[src/rtl/tcbae_pkg.sv]
`default_nettype none

package tcbae_pkg;

  localparam int ENTRY_COUNT = 16;
  localparam int IDX_W       = 4;
  localparam int DIST_W      = 18;
  localparam int NODE_COUNT  = 2 * ENTRY_COUNT - 1;
  localparam int LEAF_BASE   = ENTRY_COUNT - 1;

  typedef logic [23:0]       rgb_t;
  typedef logic [IDX_W-1:0]  idx_t;
  typedef logic [DIST_W-1:0] dist_t;
  typedef logic [15:0]       sq_t;

  typedef enum logic [1:0] {
    ERR_NONE        = 2'd0,
    ERR_MANY_COLOURS = 2'd1,
    ERR_BOTH_BRIGHT = 2'd2
  } err_t;

  localparam logic [7:0] CHAR_SOLID = 8'h17;
  localparam logic [7:0] BIT_TL     = 8'h01;
  localparam logic [7:0] BIT_TR     = 8'h02;
  localparam logic [7:0] BIT_BR     = 8'h04;
  localparam logic [7:0] BIT_BL     = 8'h10;

  // Every palette byte is one of these four levels.
  localparam logic [7:0] LEVEL [4] = '{8'h00, 8'h55, 8'hAA, 8'hFF};

  localparam rgb_t PALETTE [ENTRY_COUNT] = '{
    24'h000000, 24'h0000AA, 24'h00AA00, 24'h00AAAA,
    24'hAA0000, 24'hAA00AA, 24'hAAAA00, 24'hAAAAAA,
    24'h555555, 24'h5555FF, 24'h55FF55, 24'h55FFFF,
    24'hFF5555, 24'hFF55FF, 24'hFFFF55, 24'hFFFFFF
  };

  typedef struct packed {
    logic [7:0] char_code;
    logic [6:0] attribute;
    err_t       error_code;
  } result_t;

  function automatic logic [1:0] level_of(input logic [7:0] b);
    logic [1:0] lv;
    case (b)
      8'h00:   lv = 2'd0;
      8'h55:   lv = 2'd1;
      8'hAA:   lv = 2'd2;
      default: lv = 2'd3;
    endcase
    return lv;
  endfunction

endpackage

`default_nettype wire

[src/rtl/tcbae_nearest.sv]
`default_nettype none

module tcbae_nearest
  import tcbae_pkg::*;
#(
  parameter int PALETTE_ENTRIES = 16
) (
  input  rgb_t pixel,
  output idx_t index
);

  sq_t   sq        [3][4];
  dist_t node_dist [NODE_COUNT];
  idx_t  node_idx  [NODE_COUNT];
  logic  node_ok   [NODE_COUNT];

  // Squared distance of each channel byte to each of the four levels.
  always_comb begin
    logic [7:0] b;
    logic [7:0] d;
    for (int ch = 0; ch < 3; ch++) begin
      for (int lv = 0; lv < 4; lv++) begin
        b = pixel[8*ch +: 8];
        d = (b > LEVEL[lv]) ? (b - LEVEL[lv]) : (LEVEL[lv] - b);
        sq[ch][lv] = sq_t'(d) * sq_t'(d);
      end
    end
  end

  // Tournament tree; the left child holds lower indices and wins a tie.
  always_comb begin
    logic take_left;
    for (int i = 0; i < ENTRY_COUNT; i++) begin
      node_dist[LEAF_BASE + i] = dist_t'(sq[0][level_of(PALETTE[i][7:0])])
                               + dist_t'(sq[1][level_of(PALETTE[i][15:8])])
                               + dist_t'(sq[2][level_of(PALETTE[i][23:16])]);
      node_idx[LEAF_BASE + i]  = idx_t'(i);
      node_ok[LEAF_BASE + i]   = (i < PALETTE_ENTRIES) || (i == 0);
    end
    for (int n = LEAF_BASE - 1; n >= 0; n--) begin
      take_left = node_ok[2*n+1] &&
                  (!node_ok[2*n+2] || (node_dist[2*n+1] <= node_dist[2*n+2]));
      node_ok[n]   = node_ok[2*n+1] || node_ok[2*n+2];
      node_dist[n] = take_left ? node_dist[2*n+1] : node_dist[2*n+2];
      node_idx[n]  = take_left ? node_idx[2*n+1]  : node_idx[2*n+2];
    end
  end

  assign index = node_idx[0];

endmodule

`default_nettype wire

[config.mk]
export PLATFORM = sky130hd
export DESIGN_NAME = tcbae_nearest
export DESIGN_NICKNAME = d
export VERILOG_FILES = /design/src/rtl/tcbae_pkg.sv /design/src/rtl/tcbae_nearest.sv
export SDC_FILE = /design/constraint.sdc
export NUM_CORES = 2
export LEC_CHECK = 0
export BUFFER_PORTS_ARGS = -buffer_cell sky130_fd_sc_hd__buf_2
export CORE_MARGIN = 1.5
export CORE_UTILIZATION = 65
export DETAILED_ROUTE_END_ITERATION = 16
export PLACE_DENSITY = 0.87
export SYNTH_ARGS = -nofsm -noshare
export SYNTH_HDL_FRONTEND = slang
export SYNTH_SLANG_ARGS = --single-unit
export TNS_END_PERCENT = 100
[constraint.sdc]
create_clock -name vclk -period 38.9
set_input_delay 9.725 -clock vclk [all_inputs]
set_output_delay 9.725 -clock vclk [all_outputs]
set_load 0.01 [all_outputs]
==> summary.txt <==
Setup path
  – CP endpoint kind: output port
  – Slowest stage delay, CP: about 720 ps
  – Crit path required time: around 30,000 ps
  – Cell mode on critical path: a21oi_1
  – Kind of critical path: in2out
  – CP Launch Type: primary input
  – Worst path slowest cell: xnor2_1
  – Max FO, Critical Path: 22
  – Crit path DAT: 27,980 ps

Cells and area
  – Post-layout util: 0.6747
  – Layout cell share with drive strength beyond 1: 0.03739
  – FF+latch count: 0
  – FF+latch area: 0 µm²
  – Area grow syn2layout: 2.538%
  – CLK BUF: 0
  – Total Nets Final: about 6,900
  – Ant. Diodes: 0
  – Fin area: about 44,000 µm²

Placement
  – DP Area: about 44,000 µm²
  – HPWL after detailed placement: roughly 110 mm
  – Number of port buffers: 28
  – RePlAce Congestion: 1.042

Route
  – Vias: 40,380
  – WL/cell: between 15 and 20 µm
  – Routed Antenna Nets: 0
  – Routed vias/inst: 6.283
  – Post-route DRC: 0
  – First DRT Iteration DRCs: 3,639
  – Final wirelength: approximately 130 mm
  – DR pass1 iterations: 6

Global routing
  – First-pass GRT wire length: about 200 mm
  – Met2 global-route usage: 0.6055
  – GRT overflow: 0
  – Vias in the first global route: 38,550
  – Busiest layer in global routing: met2
  – Met3 GRT Util: 0.03581
  – Met1 GRT Util: 0.4789
  – Initial antenna violation count: 0
  – Tot GR Track Use: 0.3598
  – Largest net degree at the start of global routing: 39

Timing
  – Final Max Slew Viols: 0
  – Minimum clock period: around 38,000 ps
  – Relative slew slack: 0.1283
  – Tcrit/Tclk final: 0.9692
  – Max Freq: 26.52 MHz
  – Slew at the pin with the worst max-slew slack: approximately 1300 ps
  – Final setup violation count: 0
  – Fin. Hold Viols: 0

Yosys
  – Area leader, netlist: ha_1
  – Synth top cells by count: ha_1 (954), inv_1 (755), nor2_1 (549)
  – YS warnings: 0
  – Top area cells in the synthesized netlist: ha_1 (28%), fa_1 (15%), xnor2_1 (7.6%)
  – Register area share after synthesis: 0
  – Avg Inst Size Synth: just under 8 µm²
  – Share of the synthesized area in the top cell type: 0.2754
  – Synth Instances: between 5,000 and 6,000
  – Top-count cell post-synth: ha_1
  – Netlist cell types: 94
  – Synth Cell Area: between 40,000 and 50,000 µm²

Floorplan
  – Die area: 68,230 µm²
  – Die W: 261.2 µm
  – Initial Utilization: 0.6580
  – Placeable Area: 65,860 µm²
  – # rows: 94
  – I/O pins: 28
  – Die height: around 260 µm

Run
  – Maxcap violations: 0

Min path
  – Worst hold path class: in2out

Run status
  – Status: finished clean
==> per-layer routing <==
metal | vias up | routed length (µm)
met4 | 0 | 5249
li1 | 19350 | -
met5 | - | 0
met2 | 1571 | 56620
met3 | 331 | 9819
met1 | 19130 | 53490
==> stage by stage <==
stage	cells	setup WS (ps)	setup TNS, ps	hold WS, ps
5_1_grt	6427	-39.83	-39.83	21350
3_5_place_dp	6425	934.0	0	21260
6_report	6427	1197	0	21290
2_1_floorplan	5629	2838	0	20510
3_3_place_gp	6425	1020	0	21230
4_1_cts	6425	906.0	0	21270
==> layout by cell type (no fill, tap or decap), types with 41 or more instances in the layout <==
master,synthesis,routed
ha_1,954,954
xor2_1,146,146
nor3_1,86,85
nand3_1,70,70
xnor2_1,374,371
inv_1,755,754
a21o_1,168,168
nand2_1,273,273
a211oi_1,53,52
o21a_1,87,87
a31oi_1,43,41
a21oi_1,425,424
mux2i_1,102,102
nor2_1,549,549
o21ai_0,274,274
o21bai_1,72,72
mux2_2,48,48
nand2b_1,97,97
or2_2,43,43
nor2b_1,65,65
nand4_1,42,42
fa_1,314,314
==> path summary, 6_finish.rpt <==
kind  cells after the start  startpoint  slack (ps)        to
min                      11    pixel[0]       21290  index[3]
max                      76    pixel[9]        1200  index[2]
==> repair_timing <==
| action | in CTS | in global routing |
|---|---|---|
| hold buffers | 0 | 0 |
| endpoints found under the hold margin | 0 | 0 |
| endpoints found under the setup margin | 0 | 4 |
| setup buffers | 0 | 2 |
| resized for setup | 0 | 8 |
==> logic make-up (layout without fill, tap and decap cells) <==
| family | Yosys count | after routing | share of synthesized area |
|---|---|---|---|
| AOI/OAI and AO/OA | 1405 | 1405 | 0.2101 |
| and+or+nand+nor | 1373 | 1373 | 0.1484 |
| xor gates and xnor gates | 523 | 523 | 0.1064 |
| muxes | 152 | 152 | 0.03672 |
| other | 2 | 20 | 0.0001733 |
| buffers and inverters | 887 | 821 | 0.07755 |
| adders and majority gates | 1269 | 1269 | 0.4207 |
==> layout make-up <==
cell class                      count  area, µm²
Inverter                          763       2868
Tap cell                          864       1081
Timing Repair Buffer               58      365.4
Fill cell                        5618      21430
Multi-Input combinational cell   4742      40120
==> critical path: cells and delay by family <==
family | cells | cell delay (ps)
AOI/OAI and AO/OA | 38 | 7900
xor gates and xnor gates | 3 | 1160
adders and majority gates | 12 | 4290
buffers and inverters | 11 | 2380
muxes | 2 | 790
and+or+nand+nor | 10 | 1740
Power is left out: the tool's default activity adds up to more than one toggle a clock period on the data nets, which glitch-free logic cannot reach.
