## src/rtl/tcbae_pkg.sv

```systemverilog
`default_nettype none

package tcbae_pkg;

  localparam int ENTRY_COUNT = 16;
  localparam int IDX_W       = 4;
  localparam int DIST_W      = 18;
  localparam int NODE_COUNT  = 2 * ENTRY_COUNT - 1;
  localparam int LEAF_BASE   = ENTRY_COUNT - 1;

  typedef logic [23:0]       rgb_t;
  typedef logic [IDX_W-1:0]  idx_t;
  typedef logic [DIST_W-1:0] dist_t;
  typedef logic [15:0]       sq_t;

  typedef enum logic [1:0] {
    ERR_NONE        = 2'd0,
    ERR_MANY_COLOURS = 2'd1,
    ERR_BOTH_BRIGHT = 2'd2
  } err_t;

  localparam logic [7:0] CHAR_SOLID = 8'h17;
  localparam logic [7:0] BIT_TL     = 8'h01;
  localparam logic [7:0] BIT_TR     = 8'h02;
  localparam logic [7:0] BIT_BR     = 8'h04;
  localparam logic [7:0] BIT_BL     = 8'h10;

  // Every palette byte is one of these four levels.
  localparam logic [7:0] LEVEL [4] = '{8'h00, 8'h55, 8'hAA, 8'hFF};

  localparam rgb_t PALETTE [ENTRY_COUNT] = '{
    24'h000000, 24'h0000AA, 24'h00AA00, 24'h00AAAA,
    24'hAA0000, 24'hAA00AA, 24'hAAAA00, 24'hAAAAAA,
    24'h555555, 24'h5555FF, 24'h55FF55, 24'h55FFFF,
    24'hFF5555, 24'hFF55FF, 24'hFFFF55, 24'hFFFFFF
  };

  typedef struct packed {
    logic [7:0] char_code;
    logic [6:0] attribute;
    err_t       error_code;
  } result_t;

  function automatic logic [1:0] level_of(input logic [7:0] b);
    logic [1:0] lv;
    case (b)
      8'h00:   lv = 2'd0;
      8'h55:   lv = 2'd1;
      8'hAA:   lv = 2'd2;
      default: lv = 2'd3;
    endcase
    return lv;
  endfunction

endpackage

`default_nettype wire

```

## src/rtl/tcbae_classify.sv

```systemverilog
`default_nettype none

module tcbae_classify
  import tcbae_pkg::*;
(
  input  idx_t    c_tl,
  input  idx_t    c_tr,
  input  idx_t    c_br,
  input  idx_t    c_bl,
  output result_t res
);

  idx_t second;
  idx_t ink;
  idx_t paper;
  logic solid;
  logic many;

  always_comb begin
    // First colour that differs from the top left, scanning in cell order.
    if (c_tr != c_tl) begin
      second = c_tr;
    end else if (c_br != c_tl) begin
      second = c_br;
    end else begin
      second = c_bl;
    end
    solid = (second == c_tl);
    many  = ((c_tr != c_tl) && (c_tr != second)) ||
            ((c_br != c_tl) && (c_br != second)) ||
            ((c_bl != c_tl) && (c_bl != second));
    ink   = (c_tl > second) ? c_tl : second;
    paper = (c_tl > second) ? second : c_tl;
  end

  always_comb begin
    res = '{char_code: '0, attribute: '0, error_code: ERR_NONE};
    if (many) begin
      res.error_code = ERR_MANY_COLOURS;
    end else if (solid) begin
      res.char_code = CHAR_SOLID;
      res.attribute = {ink[3], 3'b000, ink[2:0]};
    end else if (paper[3]) begin
      res.error_code = ERR_BOTH_BRIGHT;
    end else begin
      res.char_code = ((c_tl == ink) ? BIT_TL : 8'h00) |
                      ((c_tr == ink) ? BIT_TR : 8'h00) |
                      ((c_br == ink) ? BIT_BR : 8'h00) |
                      ((c_bl == ink) ? BIT_BL : 8'h00);
      res.attribute = {ink[3], paper[2:0], ink[2:0]};
    end
  end

endmodule

`default_nettype wire

```

## config.mk

```make
export PLATFORM = sky130hd
export DESIGN_NAME = tcbae_classify
export DESIGN_NICKNAME = d
export VERILOG_FILES = /design/src/rtl/tcbae_pkg.sv /design/src/rtl/tcbae_classify.sv
export SDC_FILE = /design/constraint.sdc
export NUM_CORES = 1
export LEC_CHECK = 0
export BUFFER_PORTS_ARGS = -buffer_cell sky130_fd_sc_hd__buf_4
export CAP_MARGIN = 20
export CORE_MARGIN = 4
export CORE_UTILIZATION = 60
export DETAILED_ROUTE_END_ITERATION = 8
export PLACE_DENSITY = 0.87
export SYNTH_ARGS = -nofsm -noshare
export SYNTH_HDL_FRONTEND = slang
export SYNTH_SLANG_ARGS = --single-unit
```

## constraint.sdc

```tcl
create_clock -name vclk -period 7.7
set_input_delay 0.77 -clock vclk [all_inputs]
set_output_delay 0.77 -clock vclk [all_outputs]
set_load 0.1 [all_outputs]
```

==> metrics.txt, run 1 <==
# TYPE chip_impl_metric gauge
chip_impl_metric{name="cts_resized",unit=""} 0
chip_impl_metric{name="met3_length",unit="um"} 591
chip_impl_info{name="critPathLaunch",value="c_tl[3]"} 1
chip_impl_metric{name="grt_pass1_wl",unit="um"} 7400
chip_impl_metric{name="number_of_failing_setup_endpoints_in_the_final_timing_report",unit=""} 0
chip_impl_metric{name="seqPwrFrac",unit="%"} 0
chip_impl_info{name="critical_path.endpoint_type",value="primary output"} 1
chip_impl_metric{name="post_drt_wl_per_cell",unit="um"} 19.4
chip_impl_metric{name="ys_seq_area_share",unit="%"} 0
chip_impl_metric{name="clock.fmax",unit="MHz"} 168
chip_impl_metric{name="totalWireLength",unit="um"} 4640
chip_impl_metric{name="post_cts_setup_inserts",unit=""} 0
chip_impl_info{name="main_area_contributors_after_synthesis",value="sky130_fd_sc_hd__xnor2_2 6.5%, sky130_fd_sc_hd__xor2_1 5.2%, sky130_fd_sc_hd__xnor2_1 4.1%"} 1
chip_impl_metric{name="synthCells",unit=""} 202
chip_impl_metric{name="postPlaceCellArea",unit="sq mm"} 0.00162
chip_impl_metric{name="totalNegativeSetupSlack",unit="ns"} 0
chip_impl_metric{name="crit_arrival",unit="ns"} 5.17
chip_impl_metric{name="powerDensity",unit="mW/mm^2"} 97.1
chip_impl_metric{name="std_cell_rows",unit=""} 17
chip_impl_metric{name="drtAntennaViolNets",unit=""} 0
chip_impl_metric{name="avgViaCountPerCell",unit=""} 7.04
chip_impl_info{name="top_layer_used",value="met4"} 1
chip_impl_metric{name="post_route_cells_drive_above_1_share",unit="%"} 26.5
chip_impl_metric{name="number_of_detailed_route_iterations_in_the_first_pass",unit=""} 5
chip_impl_metric{name="timing.max_cap.violations",unit=""} 0
chip_impl_metric{name="worst_slew_pin_slew",unit="ns"} 0.624
chip_impl_metric{name="hold_violations",unit=""} 0
chip_impl_metric{name="hpwlAfterDp",unit="um"} 3640
chip_impl_metric{name="post_cts_hold_buffer_count",unit=""} 0
chip_impl_metric{name="post_synth_num_cell_types",unit=""} 61
chip_impl_metric{name="clock_power_share",unit="%"} 0
chip_impl_metric{name="detailroute.via_count",unit=""} 1682
chip_impl_metric{name="internal-power",unit="mW"} 0.0549
chip_impl_metric{name="synthDominantCellAreaShare",unit="%"} 6.46
chip_impl_info{name="setup_repair_after_global_routing_missed_its_margin",value="no"} 1
chip_impl_info{name="min_from",value="c_bl[2]"} 1
chip_impl_metric{name="seq_cells",unit=""} 0
chip_impl_metric{name="finalMaxSlewViolations",unit=""} 0
chip_impl_info{name="timing.critical_path.from_type",value="input pin"} 1
chip_impl_metric{name="start_util",unit="%"} 65.7
chip_impl_info{name="hold_path.class",value="input pin to primary output"} 1
chip_impl_metric{name="area.growth.synth_to_final",unit="%"} 6.96
chip_impl_metric{name="first_global_vias",unit=""} 1480
chip_impl_metric{name="finish.utilization",unit="%"} 70.3
chip_impl_metric{name="layout.clock_buffers",unit=""} 0
chip_impl_metric{name="seq_area",unit="sq um"} 0
chip_impl_metric{name="leakagePower",unit="nW"} 0.659
chip_impl_metric{name="m1WireLength",unit="um"} 1870
chip_impl_metric{name="detail_route.drc_violations",unit=""} 0
chip_impl_metric{name="num-nets-final",unit=""} 233
chip_impl_metric{name="die-area",unit="sq mm"} 0.00338
chip_impl_metric{name="relSlewSlack",unit="%"} 58.0
chip_impl_metric{name="max-vdd-ir-drop",unit="mV"} 0.0881
chip_impl_metric{name="antennaDiodeCount",unit=""} 0
chip_impl_metric{name="drtIter0Drc",unit=""} 129
chip_impl_metric{name="critical_path.max_fanout",unit=""} 12
chip_impl_metric{name="synth_warnings",unit=""} 0
chip_impl_metric{name="grt_remaining_overflow",unit=""} 0
chip_impl_metric{name="stdcell_area",unit="sq mm"} 0.00162
chip_impl_metric{name="gpl.final_weighted_congestion",unit=""} 1.04
chip_impl_metric{name="timing.final.crit_share",unit="%"} 77.2
chip_impl_metric{name="min_tclk_post_route",unit="ns"} 5.94
chip_impl_metric{name="p_sw_share",unit="%"} 65.0
chip_impl_metric{name="die_w",unit="um"} 58.2
chip_impl_metric{name="coreArea",unit="sq mm"} 0.00230
chip_impl_info{name="outcome",value="completed"} 1
chip_impl_metric{name="global_route.usage.total",unit="%"} 27.5
chip_impl_metric{name="grt_max_degree",unit=""} 18
chip_impl_metric{name="floorplan.die.height",unit="um"} 58.2
chip_impl_info{name="critical_path_class",value="input pin to primary output"} 1
chip_impl_info{name="yosysTopAreaCell",value="sky130_fd_sc_hd__xnor2_2"} 1
chip_impl_metric{name="post_synth.cell_area_avg",unit="sq um"} 7.48
chip_impl_metric{name="timing.critical_path.required",unit="ns"} 6.93
chip_impl_metric{name="antenna_found_initial",unit=""} 0
chip_impl_metric{name="timing.hold.ws",unit="ns"} 2.12
chip_impl_metric{name="ios",unit=""} 33
chip_impl_metric{name="netSwitchingPower",unit="mW"} 0.102
chip_impl_metric{name="port_buffers",unit=""} 29
chip_impl_metric{name="comb_power_share",unit="%"} 100.0
chip_impl_metric{name="area_of_the_mapped_netlist",unit="sq mm"} 0.00151
chip_impl_metric{name="route.met2.wl",unit="um"} 2040
## final cells by class
type	instances	area [sq um]
Tap cell	28	35.0
Fill cell	193	682
Timing Repair Buffer	29	218
Multi-Input combinational cell	169	1310
Inverter	13	48.8
## worst max-delay path, cell delays in order
cell	delay, ns
sky130_fd_sc_hd__buf_4	0.18
sky130_fd_sc_hd__xnor2_2	0.30
sky130_fd_sc_hd__nand4_1	0.54
sky130_fd_sc_hd__a211oi_2	0.46
sky130_fd_sc_hd__nor2_1	0.16
sky130_fd_sc_hd__inv_1	0.10
sky130_fd_sc_hd__ha_1	0.25
sky130_fd_sc_hd__nor2b_1	0.18
sky130_fd_sc_hd__o311a_1	0.42
sky130_fd_sc_hd__nand2_1	0.23
sky130_fd_sc_hd__mux2_2	0.36
sky130_fd_sc_hd__a2111oi_0	0.58
sky130_fd_sc_hd__nand4_1	0.15
sky130_fd_sc_hd__a21oi_1	0.17
sky130_fd_sc_hd__buf_4	0.31
## worst paths after layout
| check | end | slack (ns) | depth (start not counted) |
|---|---|---|---|
| hold / removal | res[13] | 2.12 | 5 |
| setup / recovery | res[13] | 1.76 | 15 |
## per-stage QoR
stage	power [mW]	instances	setup WS (ns)
detailed placement	0.152	239	1.97
global route	0.167	239	1.56
finish	0.157	239	1.76
floorplan	0.126	205	1.53
CTS	0.153	239	1.96
global placement	0.149	239	2.04
## Yosys cell counts, types with 5 or more instances
| library cell | n |
|---|---|
| sky130_fd_sc_hd__a21oi_1 | 12 |
| sky130_fd_sc_hd__a41oi_1 | 6 |
| sky130_fd_sc_hd__clkbuf_1 | 6 |
| sky130_fd_sc_hd__buf_4 | 8 |
| sky130_fd_sc_hd__nor3_1 | 11 |
| sky130_fd_sc_hd__buf_6 | 5 |
| sky130_fd_sc_hd__a31oi_1 | 5 |
| sky130_fd_sc_hd__nand2_1 | 13 |
| sky130_fd_sc_hd__o21ai_0 | 7 |
| sky130_fd_sc_hd__xnor2_2 | 6 |
| sky130_fd_sc_hd__inv_1 | 13 |
| sky130_fd_sc_hd__nor4_1 | 5 |
| sky130_fd_sc_hd__nor2_1 | 12 |
| sky130_fd_sc_hd__nand3_1 | 5 |
| sky130_fd_sc_hd__xor2_1 | 9 |
| sky130_fd_sc_hd__xnor2_1 | 7 |
## kinds of logic after synthesis
family / count (synthesis) / synth area share [%]
adders and majority gates: 4 / 3.31
and+or+nand+nor: 69 / 25.5
other: 1 / 0.248
xor gates and xnor gates: 24 / 19.4
AOI/OAI and AO/OA: 63 / 34.1
muxes: 5 / 3.73
buffers and inverters: 36 / 13.8
## layout by cell type, fill, tap and decap left out, drive strengths merged, types with 2 or more instances in the layout
cell type / instances
a41oi: 6
nor2: 14
inv: 13
and4: 2
a311oi: 2
o22ai: 4
nand3: 5
mux2i: 3
nand2: 13
a2111oi: 3
nand4: 5
a21oi: 12
mux2: 2
nor3: 12
a211oi: 4
nor4: 5
nor2b: 3
and3: 2
o31a: 2
buf: 29
o211ai: 2
o31ai: 2
o21ai: 7
or2: 2
conb: 4
o311ai: 3
xnor2: 15
a221oi: 2
a31oi: 5
xor2: 9
or4: 2
ha: 4
## power groups by stage
stage	Combinational, mW	Sequential, mW	Clock [mW]
finish	0.157	0	0
global route	0.167	0	0
CTS	0.153	0	0
detailed placement	0.152	0	0
global placement	0.149	0	0
floorplan	0.126	0	0
## routing by layer
metal | GRT usage, % | vias to the layer above
met2 | 41.3 | 134
li1 | - | 784
met5 | 0 | -
met3 | 4.23 | 14
met1 | 40.4 | 750
met4 | 7.28 | 0
Power figures use the tool's default switching activity.
==> run 2, diff against run 1 <==
Settings changed: ABC_AREA from default to 1, CORE_UTILIZATION 60 to 51, PLACE_DENSITY 0.87 to 0.81.
Clock period 7.7 ns to 5.44 ns, I/O delays scaled along.
==> run 2 against run 1 <==
Wire length decreased by 25%; final area shrank 15%; sequential share of layout area is the same; largest power group unchanged; hold slack lost 0.42 ns; worst setup slack got worse by 0.68 ns.
==> metrics.txt, run 2 <==
# TYPE chip_impl_metric gauge
chip_impl_metric{name="timing.hold.ws",unit="ns"} 1.70
chip_impl_metric{name="timing.final.crit_share",unit="%"} 80.2
chip_impl_metric{name="antennaDiodeCount",unit=""} 0
chip_impl_metric{name="die_w",unit="um"} 56.3
chip_impl_metric{name="avgViaCountPerCell",unit=""} 5.42
chip_impl_metric{name="post_synth.cell_area_avg",unit="sq um"} 5.49
chip_impl_metric{name="num-nets-final",unit=""} 262
chip_impl_metric{name="global_route.usage.total",unit="%"} 21.9
chip_impl_metric{name="die-area",unit="sq mm"} 0.00317
chip_impl_info{name="min_from",value="c_tr[2]"} 1
chip_impl_metric{name="finish.utilization",unit="%"} 62.4
chip_impl_metric{name="seq_cells",unit=""} 0
chip_impl_info{name="hold_crit_endpoint",value="res[10]"} 1
chip_impl_metric{name="post_cts_setup_inserts",unit=""} 0
chip_impl_metric{name="grt_max_degree",unit=""} 14
chip_impl_info{name="yosysTopAreaCell",value="sky130_fd_sc_hd__nand2_1"} 1
chip_impl_metric{name="gpl.final_weighted_congestion",unit=""} 1.04
chip_impl_metric{name="clock.fmax",unit="MHz"} 229
chip_impl_metric{name="antenna_found_initial",unit=""} 0
chip_impl_metric{name="area_of_the_mapped_netlist",unit="sq mm"} 0.00119
chip_impl_info{name="critical_path_class",value="input pin to primary output"} 1
chip_impl_info{name="hold_path.class",value="input pin to primary output"} 1
chip_impl_metric{name="min_tclk_post_route",unit="ns"} 4.36
chip_impl_metric{name="post_cts_hold_buffer_count",unit=""} 0
chip_impl_info{name="synth.top_cells.by_count",value="78 x sky130_fd_sc_hd__nand2_1, 27 x sky130_fd_sc_hd__nand3_1, 21 x sky130_fd_sc_hd__inv_1"} 1
chip_impl_metric{name="ys_seq_area_share",unit="%"} 0
chip_impl_metric{name="hold_violations",unit=""} 0
chip_impl_metric{name="critical_path.max_fanout",unit=""} 8
chip_impl_metric{name="post_drt_wl_per_cell",unit="um"} 12.9
chip_impl_metric{name="synth_warnings",unit=""} 0
chip_impl_metric{name="totalWireLength",unit="um"} 3460
chip_impl_metric{name="grt_pass1_wl",unit="um"} 5780
chip_impl_metric{name="drtAntennaViolNets",unit=""} 0
chip_impl_metric{name="synthDominantCellAreaShare",unit="%"} 24.6
chip_impl_metric{name="area.growth.synth_to_final",unit="%"} 15.9
chip_impl_info{name="outcome",value="completed"} 1
chip_impl_metric{name="grt_remaining_overflow",unit=""} 0
chip_impl_metric{name="hold-path-cell-count",unit=""} 7
chip_impl_metric{name="ios",unit=""} 33
chip_impl_metric{name="detailroute.via_count",unit=""} 1452
chip_impl_metric{name="number_of_detailed_route_iterations_in_the_first_pass",unit=""} 5
chip_impl_metric{name="first_global_vias",unit=""} 1238
chip_impl_metric{name="start_util",unit="%"} 53.8
chip_impl_metric{name="timing.max_cap.violations",unit=""} 0
chip_impl_info{name="mostFrequentLayoutCells",value="78 x sky130_fd_sc_hd__nand2_1, 29 x sky130_fd_sc_hd__buf_4, 27 x sky130_fd_sc_hd__nand3_1, 21 x sky130_fd_sc_hd__inv_1, 14 x sky130_fd_sc_hd__nor2_1"} 1
chip_impl_metric{name="timing.critical_path.required",unit="ns"} 4.90
chip_impl_metric{name="finalMaxSlewViolations",unit=""} 0
chip_impl_metric{name="number_of_failing_setup_endpoints_in_the_final_timing_report",unit=""} 0
chip_impl_metric{name="port_buffers",unit=""} 29
chip_impl_metric{name="drtIter0Drc",unit=""} 80
chip_impl_metric{name="coreArea",unit="sq mm"} 0.00221
chip_impl_metric{name="layout.clock_buffers",unit=""} 0
chip_impl_metric{name="crit_arrival",unit="ns"} 3.82
chip_impl_info{name="main_area_contributors_after_synthesis",value="sky130_fd_sc_hd__nand2_1 25%, sky130_fd_sc_hd__nand3_1 11%, sky130_fd_sc_hd__inv_1 6.6%"} 1
chip_impl_metric{name="detail_route.drc_violations",unit=""} 0
chip_impl_info{name="timing.critical_path.from_type",value="input pin"} 1
chip_impl_metric{name="cts_resized",unit=""} 0
chip_impl_metric{name="post_route_cells_drive_above_1_share",unit="%"} 29.2
chip_impl_info{name="synth.most_common_cell",value="sky130_fd_sc_hd__nand2_1"} 1
chip_impl_metric{name="powerDensity",unit="mW/mm^2"} 133
chip_impl_metric{name="seq_area",unit="sq um"} 0
chip_impl_metric{name="synthCells",unit=""} 217
chip_impl_metric{name="post_synth_num_cell_types",unit=""} 27
chip_impl_metric{name="std_cell_rows",unit=""} 17
chip_impl_metric{name="hpwlAfterDp",unit="um"} 2910
chip_impl_info{name="setup_repair_after_global_routing_missed_its_margin",value="no"} 1
chip_impl_metric{name="totalNegativeSetupSlack",unit="ns"} 0
chip_impl_metric{name="leakagePower",unit="nW"} 0.799
chip_impl_info{name="final_common_cell",value="sky130_fd_sc_hd__nand2_1"} 1
chip_impl_metric{name="max-vdd-ir-drop",unit="mV"} 0.0643
chip_impl_info{name="critPathLaunch",value="c_tl[2]"} 1
chip_impl_info{name="critical_path.endpoint_type",value="primary output"} 1
chip_impl_metric{name="floorplan.die.height",unit="um"} 56.3
[run 2: changes by cell type in the layout (fill, tap and decap cells not counted), sizes merged, moves of 8 or more]
cell,before,now
xor2,9,1
nand2,13,94
nor2,14,26
nor3,12,0
inv,13,27
nand3,5,31
[run 2: how the worst max path moves through the flow]
stage	to	slack, ns	cells after the start
final	res[11]	1.08	21
after detailed placement	res[11]	1.16	21
after CTS	res[11]	1.14	21
after global routing	res[10]	0.76	21
after floorplan	res[11]	0.62	20
after global placement	res[2]	1.13	20
[run 2: critical path, stage by stage]
cell	delay (ns)
sky130_fd_sc_hd__buf_4	0.15
sky130_fd_sc_hd__xnor2_1	0.21
sky130_fd_sc_hd__nand2_2	0.13
sky130_fd_sc_hd__nor2_8	0.18
sky130_fd_sc_hd__inv_4	0.10
sky130_fd_sc_hd__nand2_4	0.08
sky130_fd_sc_hd__nand2_4	0.08
sky130_fd_sc_hd__ha_1	0.30
sky130_fd_sc_hd__inv_1	0.04
sky130_fd_sc_hd__nor2_1	0.08
sky130_fd_sc_hd__o21ai_0	0.08
sky130_fd_sc_hd__nand2_1	0.19
sky130_fd_sc_hd__nand2_1	0.23
sky130_fd_sc_hd__inv_1	0.23
sky130_fd_sc_hd__nor2_1	0.09
sky130_fd_sc_hd__a31oi_2	0.34
sky130_fd_sc_hd__nand2_1	0.12
sky130_fd_sc_hd__nor2_1	0.10
sky130_fd_sc_hd__nand3_1	0.07
sky130_fd_sc_hd__a21oi_1	0.14
sky130_fd_sc_hd__buf_4	0.31
[run 2: power breakdown]
part | internal (mW) | switching, mW | total [mW] | leakage (nW)
logic | 0.0565 | 0.127 | 0.184 | 0.799
clock network | 0 | 0 | 0 | 0
registers | 0 | 0 | 0 | 0
total | 0.0565 | 0.127 | 0.184 | 0.799
[run 2: per-layer routing]
layer / wire length, um / GRT usage [%]
met1: 1410 / 31.4
met2: 1620 / 36.1
met3: 362 / 0.920
met4: 68 / 4.41
met5: 0 / 0
[run 2: final cells by class]
type	instances	area, sq um
fillers	253	832
repair buffers	29	218
inverters	27	104
multi-input cells	184	1020
well taps	28	35.0
[run 2: kinds of logic (layout without fill, tap and decap cells)]
group / after synthesis / count (layout) / share of synthesized area (%)
AOI/OAI and AO/OA: 14 / 14 / 7.46
xor gates and xnor gates: 9 / 9 / 7.25
buffers and inverters: 36 / 56 / 15.0
other: 1 / 4 / 0.315
and+or+nand+nor: 153 / 153 / 65.8
adders and majority gates: 4 / 4 / 4.20
[run 2: metrics by stage]
| stage | setup WS [ns] | std cells | power [mW] | instance area [sq um] |
|---|---|---|---|---|
| CTS | 1.14 | 268 | 0.182 | 1380 |
| floorplan | 0.618 | 220 | 0.143 | 1200 |
| finish | 1.08 | 268 | 0.184 | 1380 |
| global placement | 1.13 | 268 | 0.181 | 1380 |
| global route | 0.764 | 268 | 0.202 | 1380 |
| detailed placement | 1.16 | 268 | 0.181 | 1380 |
